### config.mk
export PLATFORM = sky130hd
export DESIGN_NAME = bfra_pend_cell
export DESIGN_NICKNAME = d
export VERILOG_FILES = /design/src/bfra_pkg.sv /design/src/bfra_pend_cell.sv
export SDC_FILE = /design/constraint.sdc
export NUM_CORES = 1
export LEC_CHECK = 0
export BUFFER_PORTS_ARGS = -buffer_cell sky130_fd_sc_hd__buf_2
export CAP_MARGIN = 25
export CORE_AREA = 2 2 157 159
export CTS_BUF_LIST = sky130_fd_sc_hd__clkbuf_4 sky130_fd_sc_hd__clkbuf_8
export DETAILED_ROUTE_END_ITERATION = 12
export DIE_AREA = 0 0 159 161
export SYNTH_ARGS = -nofsm -noshare
export SYNTH_HDL_FRONTEND = slang
export SYNTH_SLANG_ARGS = --single-unit
### constraint.sdc
create_clock -name i_clk -period 15.07 [get_ports i_clk]
set_clock_uncertainty 0.15 [all_clocks]
set_input_delay 2.2605 -clock i_clk [delete_from_list [all_inputs] [get_ports i_clk]]
set_output_delay 2.2605 -clock i_clk [all_outputs]
set_load 0.1 [all_outputs]
### src/bfra_pkg.sv
`default_nettype none

package bfra_pkg;

    localparam int MAX_FREE = 64;
    localparam int MAX_PEND = 64;

    localparam int FIDX_W = (MAX_FREE > 1) ? $clog2(MAX_FREE) : 1;
    localparam int FCNT_W = $clog2(MAX_FREE + 1);
    localparam int PIDX_W = (MAX_PEND > 1) ? $clog2(MAX_PEND) : 1;
    localparam int PCNT_W = $clog2(MAX_PEND + 1);

    localparam logic [2:0] OP_INIT  = 3'd0;
    localparam logic [2:0] OP_ALLOC = 3'd1;
    localparam logic [2:0] OP_FREE  = 3'd2;
    localparam logic [2:0] OP_DEFER = 3'd3;
    localparam logic [2:0] OP_FLUSH = 3'd4;

    localparam logic [1:0] ST_DONE    = 2'd0;
    localparam logic [1:0] ST_NOFIT   = 2'd1;
    localparam logic [1:0] ST_IGNORED = 2'd2;
    localparam logic [1:0] ST_FULL    = 2'd3;

    localparam logic [31:0] CAP_RESET = 32'd65536;

    typedef struct packed {
        logic [31:0] start;
        logic [31:0] len;
    } t_fent;

    typedef struct packed {
        logic [31:0] start;
        logic [31:0] len;
        logic [63:0] fence;
    } t_pent;

    typedef enum logic [2:0] {
        FC_HOLD,
        FC_ROT,
        FC_WRITE,
        FC_INSERT,
        FC_REMOVE
    } t_fop;

    typedef struct packed {
        t_fop              op;
        logic [FIDX_W-1:0] idx;
        t_fent             data;
    } t_fcmd;

    typedef enum logic [1:0] {
        PC_HOLD,
        PC_POP,
        PC_POPPUSH,
        PC_WRITE
    } t_pop;

    typedef struct packed {
        t_pop              op;
        logic [PIDX_W-1:0] idx;
        t_pent             data;
    } t_pcmd;

    // cut count so the range ends at or below 2^32
    function automatic logic [31:0] clip_count(input logic [31:0] base,
                                               input logic [31:0] count);
        logic [32:0] s;
        s = {1'b0, base} + {1'b0, count};
        if (s[32] && (s[31:0] != 32'd0)) begin
            return (~base) + 32'd1;
        end
        return count;
    endfunction

endpackage

`default_nettype wire

### src/bfra_pend_cell.sv
`default_nettype none

module bfra_pend_cell (
    input  wire logic                          i_clk,
    input  wire logic [bfra_pkg::PIDX_W-1:0]   i_idx,
    input  wire bfra_pkg::t_pcmd               i_cmd,
    input  wire bfra_pkg::t_pent               i_right,
    output bfra_pkg::t_pent                    o_ent
);

    bfra_pkg::t_pent r_ent;

    always_ff @(posedge i_clk) begin
        case (i_cmd.op)
            bfra_pkg::PC_POP: begin
                r_ent <= i_right;
            end
            bfra_pkg::PC_POPPUSH: begin
                // head leaves, kept entry re-enters at the tail
                if (i_idx == i_cmd.idx) begin
                    r_ent <= i_cmd.data;
                end else begin
                    r_ent <= i_right;
                end
            end
            bfra_pkg::PC_WRITE: begin
                if (i_idx == i_cmd.idx) begin
                    r_ent <= i_cmd.data;
                end
            end
            default: begin
                r_ent <= r_ent;
            end
        endcase
    end

    assign o_ent = r_ent;

endmodule

`default_nettype wire

# Word-level counts from Yosys, hierarchy flattened
# Cells that the tools add are included.
[word_totals] input_bits=271 wordCells=13 ff_bits=128
[classes] muxes=3 n_eq_ne=5 n_reduce_logical=2
[ops] op="one-hot mux 128 bit (3 select lines)" n=1
[ops] op="two-way mux 128 bit" n=2
[ops] op="equality test 6 bit" n=1
[ops] op="equality test 2 bit (second input constant)" n=2
[ops] op="nonzero test 3 bit" n=1
[ops] op="equality test 2 x 1 -> 1 bit (second input constant)" n=1
[ops] op="!= test 2 bit (second input constant)" n=1
[ops] op="AND reduction 2 bit" n=1

# Longest topological paths before layout
[depth] depth_word=3 depth_mapped=7 mapped_depth_nobuf=4

# Least setup slack after synthesis
# Ideal clock, no wire load.
[synth_path] path_kind="input to register" startpoint="input i_cmd[134] in the netlist's numbering" endpoint="register r_ent (netlist bit o_ent[0]) (enable)" required_ps=14262 path_slack_ps=4972 path_buffers=3 arrival_ps=9290 path_stages=5 path_cell_list="clkbuf_1 clkbuf_1 clkbuf_1 nor2_1 a21oi_1"
[synth_via] elab_chain_cells=3 word_cells_on_any_way=6 classes_between="eq/ne (4); reduce/logical (2)"
[synth_lines] element="start: declaration" line_no="bfra_pend_cell.sv:6" text="input wire bfra_pkg::t_pcmd i_cmd,"
[synth_lines] element="equality test 2 bit / equality test 2 x 1 -> 1 bit (equally long branches)" line_no="bfra_pend_cell.sv:14" text="case (i_cmd.op)"
[synth_lines] element="!= test 2 bit (no source line) / nonzero test 3 bit (equally long branches)"
[synth_lines] element="AND reduction 2 bit (no source line) *"
[synth_lines] element="end signal: assignment" line_no="bfra_pend_cell.sv:16" text="r_ent <= i_right;"
[synth_lines] element="end signal: assignment" line_no="bfra_pend_cell.sv:21" text="r_ent <= i_cmd.data;"
[synth_lines] element="end signal: assignment" line_no="bfra_pend_cell.sv:23" text="r_ent <= i_right;"
[synth_lines] element="end: declaration" line_no="bfra_pend_cell.sv:11" text="bfra_pkg::t_pent r_ent;"
# Every way passes the cells marked *; elsewhere a longest branch is shown, timed or not.
# A chain may end at the register's enable or synchronous reset.

# Worst setup path in the final report
[layout_path] startpoint="input i_cmd[131] in the netlist's numbering" endpoint="register r_ent (netlist bit o_ent[1]) (enable)"
[layout_via] elab_chain_cells=3
[layout_lines] element="equality test 6 bit" line_no="bfra_pend_cell.sv:27" text="if (i_idx == i_cmd.idx) begin"
[layout_lines] element="!= test 2 bit (no source line)"
[layout_lines] element="AND reduction 2 bit (no source line)"
[layout_lines] element="end signal: assignment" line_no="bfra_pend_cell.sv:23"
[layout_lines] element="end signal: assignment" line_no="bfra_pend_cell.sv:28" text="r_ent <= i_cmd.data;"
[layout_lines] element="end signal: assignment" line_no="bfra_pend_cell.sv:32" text="r_ent <= r_ent;"
# No other way between the ends.

==> impl_metrics.ini <==
[sta]
timing.final.ws_setup_ps = 9490
slew-limit-headroom = 0.348
drv_slew = 0
setup_viol = 0
fin_setup_tns_ps = 0
hold_violations = 0
rsz0062_at_grt = no
tightest_slew_ps = 977
fin_crit_sh = 0.370
fmax_mhz = 179
min_period_ps = 5580

[finish]
postLayoutCellArea_mm2 = 0.0104
utilization = 0.433
finalNonFillerCells = 1551
multi_input_area_mm2 = 0.00316
drive_gt1_frac = 0.361
final_cell_mix = buf_2, inv_1
nNetsFinal = 1481
fillers = 2407
seqCellArea_mm2 = 0.00384
final_common_cell = buf_2
area_growth_syn_to_layout_pct = 31.6
largest_reg_flops = 128

[power_and_ir_drop]
p_sw_uw = 622
p_comb_frac = 0.421
p_int_uw = 704
leakagePower_nw = 4.57
clock_power_share = 0.229
swShare = 0.469
seqPwrFrac = 0.350
powerDensity_mw_per_mm2 = 128
peakVddDrop_mv = 0.0549

[global_route]
gr-total-overflow = 0
grt_max_degree = 104
grt_pass1_wl_um = 41600
antenna_found_initial = 6
track_usage = 0.204
grt_pass1_vias = 7706

[routing]
vias = 8365
ant_nets = 0
firstDrtPassIters = 5
drc_errors = 0
wirelength_um = 27300
post_drt_wl_per_cell_um = 17.6
vias_per_cell = 5.39
drtIter0Drc = 761

[setup_path]
critPathArrivalTime_ps = 5480
critPathKind = input port to flop
cp-start-kind = input port
critical_path_required_ps = 14980
cp_max_fo = 66
critical_path.startpoint = i_cmd[131]
endpoint_kind = flop

[clock_network]
cts_root_buf = clkbuf_8
clkSinkCount = 128
path_clk_slew_ps = 90
post_cts_buffers = 0
ctsResizeCount = 0
cts_buffer_depth = 2
htreeDepth = 4
hold_buffers = 0
cts_tree = built
cts_made_buffers = 17

[logic_synthesis]
yosysWarnings = 0
synth_seq_cells = 128
synthesis.area_mm2 = 0.00790
synth_cells = 882
synth_cell_types = 16
syn_area_per_cell_um2 = 8.95
seq_area_frac_synth = 0.487
synth_nets = 1153

[run_status]
run_status = completed

[hold_path]
hold_class = input port to flop
hp-start = i_cmd[7]

[place]
io_buffers = 398
dp_hpwl_um = 18400
place_inst = 1515
place_ws_ps = 9000
placed_area_mm2 = 0.00999
gp_congestion = 0.789

[floorplan]
start_util = 0.329
ios = 399
die_x_um = 159
die_h_um = 161
num_rows = 57
core_area_mm2 = 0.0240
die_area_mm2 = 0.0256

[job]
max_cap_viol_count = 0
power by group through the flow:
| stage | clock network (mW) | logic [mW] | registers (mW) |
|---|---|---|---|
| 6_report | 0.304 | 0.558 | 0.464 |
| 5_1_grt | 0.325 | 0.581 | 0.469 |
| 4_1_cts | 0.311 | 0.559 | 0.465 |
| 3_5_place_dp | 0 | 0.559 | 0.473 |
| 3_3_place_gp | 0 | 0.556 | 0.472 |
| 2_1_floorplan | 0 | 0.0954 | 0.826 |
Yosys cell counts:
master / n / area, um^2
inv_1: 129 / 484
a21oi_1: 2 / 10.0
xor2_1: 6 / 52.6
o31ai_1: 128 / 961
clkbuf_1: 66 / 248
edfxtp_1: 128 / 3840
a31oi_1: 128 / 801
nor2_1: 2 / 7.51
nand3_1: 128 / 641
buf_1: 3 / 11.3
buf_2: 28 / 140
and2_1: 1 / 6.26
o21ai_0: 128 / 641
nor3_1: 1 / 5.00
buf_4: 3 / 22.5
nor4_4: 1 / 21.3
final cells by class:
cell class              instances  area share
multi-input cells             525       0.305
clock inverters                13      0.0141
well taps                     324      0.0390
repair buffers                409       0.201
clock buffers                  18      0.0232
diodes                          5     0.00120
flip-flops and latches        128       0.370
inverters                     129      0.0466
cells by family (layout without fill, tap and decap cells):
group	after synthesis	in the layout	synth area share
AO/OA/AOI/OAI	386	386	0.306
buffers and inverters	229	569	0.115
AND/OR/NAND/NOR	133	133	0.0862
flip-flops	128	128	0.487
XOR/XNOR	6	6	0.00666
other	0	5	0
metal layers:
layer	up-vias	share of wire	global-route usage
li1	4002	-	-
met1	3897	0.39	0.249
met2	436	0.50	0.355
met3	26	0.088	0.0580
met4	4	0.014	0.0570
met5	-	0.00077	0
worst paths after layout:
| kind | endpoint | cells after the start | slack, ps |
|---|---|---|---|
| max | o_ent[1] | 8 | 9490 |
| min | o_ent[7] | 3 | 1980 |
stage by stage:
stage / total power [mW] / hold slack, ps
finish: 1.33 / 1980
global route: 1.37 / 1960
CTS: 1.34 / 1950
detailed placement: 1.03 / 2420
global placement: 1.03 / 2420
floorplan: 0.922 / 2320
critical path, cell delays in order:
cell and delay (ps):
buf_2 100, xor2_1 180, nor4_4 270, buf_4 640, a21oi_1 230, a21oi_4 190, buf_4 680, buf_4 790
(Power assumes the default switching activity.)
