==> src/bfra_pkg.sv <==
`default_nettype none

package bfra_pkg;

    localparam int MAX_FREE = 64;
    localparam int MAX_PEND = 64;

    localparam int FIDX_W = (MAX_FREE > 1) ? $clog2(MAX_FREE) : 1;
    localparam int FCNT_W = $clog2(MAX_FREE + 1);
    localparam int PIDX_W = (MAX_PEND > 1) ? $clog2(MAX_PEND) : 1;
    localparam int PCNT_W = $clog2(MAX_PEND + 1);

    localparam logic [2:0] OP_INIT  = 3'd0;
    localparam logic [2:0] OP_ALLOC = 3'd1;
    localparam logic [2:0] OP_FREE  = 3'd2;
    localparam logic [2:0] OP_DEFER = 3'd3;
    localparam logic [2:0] OP_FLUSH = 3'd4;

    localparam logic [1:0] ST_DONE    = 2'd0;
    localparam logic [1:0] ST_NOFIT   = 2'd1;
    localparam logic [1:0] ST_IGNORED = 2'd2;
    localparam logic [1:0] ST_FULL    = 2'd3;

    localparam logic [31:0] CAP_RESET = 32'd65536;

    typedef struct packed {
        logic [31:0] start;
        logic [31:0] len;
    } t_fent;

    typedef struct packed {
        logic [31:0] start;
        logic [31:0] len;
        logic [63:0] fence;
    } t_pent;

    typedef enum logic [2:0] {
        FC_HOLD,
        FC_ROT,
        FC_WRITE,
        FC_INSERT,
        FC_REMOVE
    } t_fop;

    typedef struct packed {
        t_fop              op;
        logic [FIDX_W-1:0] idx;
        t_fent             data;
    } t_fcmd;

    typedef enum logic [1:0] {
        PC_HOLD,
        PC_POP,
        PC_POPPUSH,
        PC_WRITE
    } t_pop;

    typedef struct packed {
        t_pop              op;
        logic [PIDX_W-1:0] idx;
        t_pent             data;
    } t_pcmd;

    // cut count so the range ends at or below 2^32
    function automatic logic [31:0] clip_count(input logic [31:0] base,
                                               input logic [31:0] count);
        logic [32:0] s;
        s = {1'b0, base} + {1'b0, count};
        if (s[32] && (s[31:0] != 32'd0)) begin
            return (~base) + 32'd1;
        end
        return count;
    endfunction

endpackage

`default_nettype wire

==> src/bfra_free_cell.sv <==
`default_nettype none

module bfra_free_cell (
    input  wire logic                          i_clk,
    input  wire logic [bfra_pkg::FIDX_W-1:0]   i_idx,
    input  wire bfra_pkg::t_fcmd               i_cmd,
    input  wire bfra_pkg::t_fent               i_left,
    input  wire bfra_pkg::t_fent               i_right,
    output bfra_pkg::t_fent                    o_ent
);

    bfra_pkg::t_fent r_ent;

    always_ff @(posedge i_clk) begin
        case (i_cmd.op)
            bfra_pkg::FC_ROT: begin
                r_ent <= i_right;
            end
            bfra_pkg::FC_WRITE: begin
                if (i_idx == i_cmd.idx) begin
                    r_ent <= i_cmd.data;
                end
            end
            bfra_pkg::FC_INSERT: begin
                if (i_idx == i_cmd.idx) begin
                    r_ent <= i_cmd.data;
                end else if (i_idx > i_cmd.idx) begin
                    r_ent <= i_left;
                end
            end
            bfra_pkg::FC_REMOVE: begin
                if (i_idx >= i_cmd.idx) begin
                    r_ent <= i_right;
                end
            end
            default: begin
                r_ent <= r_ent;
            end
        endcase
    end

    assign o_ent = r_ent;

endmodule

`default_nettype wire

==> config.mk <==
export PLATFORM = sky130hd
export DESIGN_NAME = bfra_free_cell
export DESIGN_NICKNAME = d
export VERILOG_FILES = /design/src/bfra_pkg.sv /design/src/bfra_free_cell.sv
export SDC_FILE = /design/constraint.sdc
export NUM_CORES = 1
export LEC_CHECK = 0
export BUFFER_PORTS_ARGS = -buffer_cell sky130_fd_sc_hd__buf_2
export CAP_MARGIN = 20
export CORE_ASPECT_RATIO = 1.2
export CORE_MARGIN = 4
export CORE_UTILIZATION = 36
export DETAILED_ROUTE_END_ITERATION = 6
export GPL_TIMING_DRIVEN = 0
export PLACE_DENSITY = 0.77
export RECOVER_POWER = 25
export SLEW_MARGIN = 15
export SYNTH_ARGS = -nofsm -noshare
export SYNTH_HDL_FRONTEND = slang
export SYNTH_SLANG_ARGS = --single-unit
==> constraint.sdc <==
create_clock -name i_clk -period 7.9 [get_ports i_clk]
set_input_delay 1.58 -clock i_clk [delete_from_list [all_inputs] [get_ports i_clk]]
set_output_delay 1.58 -clock i_clk [all_outputs]
set_load 0.05 [all_outputs]
# [Word-level counts from Yosys, hierarchy flattened]
# Cells that the tools add are included.
[totals] regBits=64 inputBits=208 word_cells=19
[classes] magnitude_cmp=2 eq_ne=8 mux=5 reduce_logical=2
[op_table] cell="64-bit two-way mux" count=4
[op_table] cell="64-bit case mux with 4 select lines" count=1
[op_table] cell="3-bit by 2-bit equality test with 1-bit output, second input constant" count=2
[op_table] cell="6-bit equality test" count=1
[op_table] cell="6-bit greater-or-equal comparator" count=1
[op_table] cell="6-bit greater-than comparator" count=1
[op_table] cell="2-bit inequality test, second input constant" count=2
[op_table] cell="4-bit AND reduction" count=1
[op_table] cell="4-bit nonzero test" count=1
[op_table] cell="3-bit by 1-bit equality test with 1-bit output, second input constant" count=1
[op_table] cell="3-bit equality test, second input constant" count=1
[op_table] cell="3-bit inequality test, second input constant" count=1

# [Logic depth before layout (Yosys ltp)]
# Gate-level depths: netlist of the first run.
[logic_depth] ltp_word=4 depth_mapped=8 mapped_depth_nobuf=6

# [Worst setup path before layout of the first run]
# OpenSTA, ideal clock, no wires.
[synth_path] path_kind="input to register" from="in i_cmd[68] in the netlist's numbering" to="reg r_ent (netlist bit o_ent[0]), enable pin" setup_time_ns=0.582 arrival_time_ns=7.126 t_required_ns=7.318 setup_slack_ns=0.193 stages=6 path_cell_list="inv_1 > ha_1 > nand4_1 > nor4b_1 > o31ai_1 > a211oi_1"
[synth_between] elab_chain_cells=3
[synth_lines] element="from (decl)" line="bfra_free_cell.sv:6" rtl="input wire bfra_pkg::t_fcmd i_cmd,"
[synth_lines] element="6-bit greater-than comparator, or another cell as far along" line="bfra_free_cell.sv:27" rtl="end else if (i_idx > i_cmd.idx) begin"
[synth_lines] element="3-bit inequality test (no line) or 2-bit inequality test (tied branches)"
[synth_lines] element="4-bit AND reduction (no line) *"
[synth_lines] element="to (signal assigned)" line="bfra_free_cell.sv:26" rtl="r_ent <= i_cmd.data;"
[synth_lines] element="to (signal assigned)" line="bfra_free_cell.sv:28" rtl="r_ent <= i_left;"
[synth_lines] element="to (signal assigned)" line="bfra_free_cell.sv:33" rtl="r_ent <= i_right;"
[synth_lines] element="to (decl)" line="bfra_free_cell.sv:12" rtl="bfra_pkg::t_fent r_ent;"
# Every way passes the cells marked *; elsewhere a longest branch is shown, timed or not.
# A chain may end at the register's enable or synchronous reset.

# [Worst setup path in the final report of the first run]
[layout_path] from="in i_cmd[68] in the netlist's numbering" to="reg r_ent (netlist bit o_ent[40]), enable pin"
# Same word-level chain as after synthesis.

==> impl_metrics.tcl, run 1 <==
set metrics [dict create \
    rows 39 \
    post_drt_wl_per_cell_um 15.9 \
    fin_crit_ps 3490 \
    drtIter0Drc 116 \
    yosysWarningCount 0 \
    cts_max_level 3 \
    num_io_pins 272 \
    tritoncts "done" \
    synthXorXnorAreaFrac 0 \
    synth_top_area_frac 0.541 \
    viasPerCell 4.77 \
    leakagePower_nw 2.56 \
    syn-mean-instance-area_sq_um 11.6 \
    routed_wl_um 11500 \
    finalCritPeriodShare 0.442 \
    hold_path_startpoint "i_right[12]" \
    synth.area.top_cells "edfxtp_1, mux2i_1, o21ai_1" \
    post-cts-setup-buffer-count 0 \
    antenna_found_initial 0 \
    grt_pass1_vias 3495 \
    cts_max_path_buffers 2 \
    largest_reg_flops 64 \
    finalSetupViolations 0 \
    synth.net_count 520 \
    ys_dominant_reg_cell "edfxtp_1" \
    synthArstFlopShare 0 \
    grt_max_degree 19 \
    cp_data_required_time_ps 7920 \
    synth_compound_area_frac 0.114 \
    grt_pass1_wl_um 16700 \
    synth_top_family_by_area "multiplexers" \
    cts_buffers 9 \
    holdPathEnd "o_ent[12]" \
    drtPass1Iterations 5 \
    synthMuxAreaShare 0.180 \
    die_w_um 98.6 \
    finalHoldViolations 0 \
    synthMostInstantiatedCell "nand2_1" \
    tightest_slew_ps 662 \
    dp_hpwl_um 9470 \
    placed_area_sq_mm 0.00512 \
    clk_pin_slew_ps 50 \
    clock-sinks 64 \
    seq_area_frac_synth 0.541 \
    arrival_ps 3510 \
    startpoint_type "input port" \
    max_slew_margin 0.561 \
    whs_path_depth 3 \
    grt_overflow 0 \
    die_h_um 117 \
    final_cell_area_sq_mm 0.00534 \
    portBuffers 271 \
    drv_cap 0 \
    dieArea_sq_mm 0.0115 \
    synth_simple_gate_area_frac 0.0804 \
    ant_nets 0 \
    ys_ff_latch 64 \
    area_growth_pct 50.5 \
    core_sq_mm 0.00956 \
    status "complete, no violations" \
    timing.fmax_mhz 286 \
    post_cts_resize_count 0 \
    track_usage 0.186 \
    place_congestion 0.788 \
    fin_nets 806 \
    end_kind "flop" \
    max-vdd-ir-drop_uv 97.0 \
    cp_max_fo 18 \
    final-max-slew-violation-count 0 \
    placed_cells 704 \
    ys_types 19 \
    synth_common_cells "nand2_1, edfxtp_1, mux2i_1" \
    synth.largest_area_cell "edfxtp_1" \
    synthCells 306 \
    diodes 0 \
    power_density_mw_per_mm2 216 \
    ctsRootBufferMaster "clkbuf_16" \
    fin_cells 720 \
    post-route-drc-count 0 \
    path_class "in -> reg" \
    syn-cell-area_sq_mm 0.00355 \
    synth-adder-area-share 0.0211 \
    final_layout_size_suffix_gt1_frac 0.425 \
    cts_hold_buf 0 \
    vias 3435 \
    hold_class "in -> reg" \
    rsz0062_at_grt "false" \
    synth_enable_flop_cells 64 \
    start_util 0.371 \
]
==> placed cells by master, fill, tap and decap left out <==
cell type	instances
nand2_1	65
buf_8	2
buf_2	223
o21ai_0	7
clkinv_1	4
mux2i_1	64
inv_1	6
buf_6	2
nand2b_1	2
edfxtp_1	64
and4_2	1
a211oi_4	1
o31ai_1	1
ha_1	6
buf_12	7
clkinv_2	1
clkbuf_16	9
a211oi_1	3
clkbuf_1	61
bufinv_16	1
buf_4	2
nor4b_1	1
nand4_1	1
o21ai_2	5
o21ai_1	56
nor2_1	1
a21o_1	1
==> critical path, stage by stage <==
cell and delay [ps]:
buf_2 70, inv_1 40, ha_1 300, nand4_1 150, nor4b_1 310, o31ai_1 150, a211oi_4 260, buf_8 210
buf_6 210, buf_6 220
==> power by group <==
part | switching [mW] | total (mW) | leakage (nW) | internal (mW)
registers | 0.0102 | 0.437 | 0.589 | 0.427
clock network | 0.129 | 0.368 | 0.136 | 0.239
logic | 0.246 | 0.348 | 1.83 | 0.102
total | 0.385 | 1.15 | 2.56 | 0.767
==> logic make-up (layout without fill, tap and decap cells) <==
group | Yosys count | after routing
AOI/OAI and AO/OA | 74 | 74
and+or+nand+nor | 71 | 71
DFF | 64 | 64
muxes | 64 | 64
adders and majority gates | 6 | 6
buffers and inverters | 27 | 318
==> layout make-up <==
type | instances | area (sq um)
fillers | 865 | 4220
clock inverters | 6 | 50.0
clock buffers | 10 | 229
multi-input cells | 215 | 1420
flip-flops and latches | 64 | 1920
inverters | 6 | 22.5
well taps | 123 | 154
repair buffers | 275 | 1350
plain buffers | 21 | 200
==> worst max path at each step <==
| stage | start | to | slack (ps) | cells past startpoint |
|---|---|---|---|---|
| after floorplan | i_cmd[68] | o_ent[0] | 190 | 6 |
| after global placement | i_cmd[68] | o_ent[39] | -1840 | 7 |
| after detailed placement | i_cmd[68] | o_ent[0] | 4060 | 10 |
| after CTS | i_cmd[68] | o_ent[29] | 4390 | 10 |
| after global routing | i_cmd[68] | o_ent[28] | 4270 | 10 |
| final | i_cmd[68] | o_ent[40] | 4410 | 10 |
==> layer usage <==
layer,GRT usage,vias up,share of wire
met5,0,-,0
met4,0.0792,0,0.025
met3,0.0498,22,0.084
met2,0.342,179,0.52
met1,0.204,1540,0.37
li1,-,1694,-
==> stage by stage <==
stage,total power [mW],hold WS (ps),TNS [ps],setup WS (ps),utilization
after floorplan,0.683,1770,0,193,-
after global placement,0.792,1850,-117600,-1840,0.529
after detailed placement,0.801,1860,0,4060,0.536
after CTS,1.17,1520,0,4390,0.565
after global routing,1.20,1540,0,4270,0.559
final,1.15,1530,0,4410,0.559
(Power assumes the default switching activity.)
==> run 2: changes to the inputs <==
--- a/config.mk
+++ b/config.mk
@@ -7,12 +7,11 @@
 export LEC_CHECK = 0
 export BUFFER_PORTS_ARGS = -buffer_cell sky130_fd_sc_hd__buf_2
 export CAP_MARGIN = 20
-export CORE_ASPECT_RATIO = 1.2
-export CORE_MARGIN = 4
-export CORE_UTILIZATION = 36
+export CORE_AREA = 4 4 103 105
 export DETAILED_ROUTE_END_ITERATION = 6
+export DIE_AREA = 0 0 107 109
 export GPL_TIMING_DRIVEN = 0
-export PLACE_DENSITY = 0.77
+export PLACE_DENSITY = 0.75
 export RECOVER_POWER = 25
 export SLEW_MARGIN = 15
 export SYNTH_ARGS = -nofsm -noshare
==> constraint.sdc (replaced) <==
create_clock -name i_clk -period 3.55 [get_ports i_clk]
set_input_delay 0.71 -clock i_clk [delete_from_list [all_inputs] [get_ports i_clk]]
set_output_delay 0.71 -clock i_clk [all_outputs]
set_load 0.05 [all_outputs]
==> impl_metrics.tcl, run 2 (synthesis results as in run 1) <==
set metrics [dict create \
    status "complete, no violations" \
    final_common_cell "buf_2" \
    timing.fmax_mhz 350 \
    antenna_found_initial 0 \
    largest_reg_flops 64 \
    final-max-slew-violation-count 0 \
    ant_nets 0 \
    cts_max_level 3 \
    hold_class "in -> reg" \
    core_sq_mm 0.00964 \
    final_layout_size_suffix_gt1_frac 0.445 \
    end_kind "flop" \
    cts_max_path_buffers 2 \
    dieArea_sq_mm 0.0117 \
    clk_pin_slew_ps 70 \
    layout_common_cells "buf_2, nand2_1, mux2i_1, edfxtp_1, clkbuf_1" \
    rows 36 \
    post-cts-setup-buffer-count 0 \
    power_density_mw_per_mm2 451 \
    grt_pass1_vias 3467 \
    die_w_um 107 \
    cts_hold_buf 0 \
    grt_pass1_wl_um 16600 \
    finalHoldViolations 0 \
    area_growth_pct 50.4 \
    arrival_ps 2890 \
    die_h_um 109 \
    drtIter0Drc 117 \
    cts_buffers 9 \
    grt_max_degree 18 \
    diodes 0 \
    post_drt_wl_per_cell_um 15.5 \
    fin_crit_ps 2860 \
    place_congestion 0.831 \
    drv_cap 0 \
    path_class "in -> reg" \
    finalCritPeriodShare 0.806 \
    num_io_pins 272 \
    drtPass1Iterations 4 \
    setup_ws_ps 689 \
    pre_cts_ws_ps 324 \
    vias 3462 \
    max-vdd-ir-drop_uv 151 \
    viasPerCell 4.76 \
    post-route-drc-count 0 \
    ctsRootBufferMaster "clkbuf_8" \
    cp_max_fo 17 \
    finalSetupViolations 0 \
    final_util 0.554 \
    grt_overflow 0 \
    clock-sinks 64 \
    tightest_slew_ps 837 \
    rsz0062_at_grt "false" \
    max_slew_margin 0.440 \
    portBuffers 271 \
    routed_wl_um 11300 \
    dp_hpwl_um 9380 \
    leakagePower_nw 2.51 \
    startpoint_type "input port" \
    post_cts_resize_count 0 \
    tritoncts "done" \
    track_usage 0.184 \
    cp_data_required_time_ps 3570 \
    start_util 0.368 \
    fin_nets 805 \
]
run 2: changes by cell type in the layout (fill, tap and decap cells not counted), sizes merged:
cell,previous run,this run
clkbuf,70,71
bufinv,1,2
buf,236,235
clkinv,5,2
run 2: power by group:
part / leakage (nW) / internal (mW) / total (mW) / switching, mW
sequential: 0.589 / 0.948 / 0.971 / 0.0231
clock: 0.103 / 0.390 / 0.662 / 0.271
combinational: 1.82 / 0.228 / 0.775 / 0.546
run 2: final timing paths:
path	startpoint	end	cells past startpoint
hold / removal	i_right[13]	o_ent[13]	3
setup / recovery	i_cmd[68]	o_ent[3]	9
run 2: worst max-delay path, cell delays in order:
cell	delay, ps
buf_2	130
inv_8	30
ha_4	270
nand4_1	160
nor4b_2	310
o31ai_2	110
a211oi_4	680
buf_8	270
buf_6	220
run 2: final cells by class:
type | instances | area (sq um)
well taps | 133 | 166
clock buffers | 11 | 131
repair buffers | 274 | 1330
flip-flops and latches | 64 | 1920
inverters | 6 | 35.0
clock inverters | 4 | 70.1
fillers | 911 | 4300
multi-input cells | 215 | 1480
plain buffers | 21 | 200
run 2: per-stage QoR:
stage	TNS [ps]	total power, mW	hold slack, ps	std cells	area, sq um
after floorplan	-2980	1.52	897	306	3640
after global placement	-55210	1.76	982	710	5160
after detailed placement	0	1.79	988	713	5200
after CTS	0	2.45	633	728	5400
after global routing	0	2.52	642	728	5340
final	0	2.41	656	728	5340
run 2: routing by layer:
metal  track usage  part of all wire  vias up
li1              -                 -     1686
met1         0.197              0.37     1590
met2         0.346              0.52      168
met3        0.0503             0.090       18
met4        0.0703             0.019        0
met5             0                 0        -
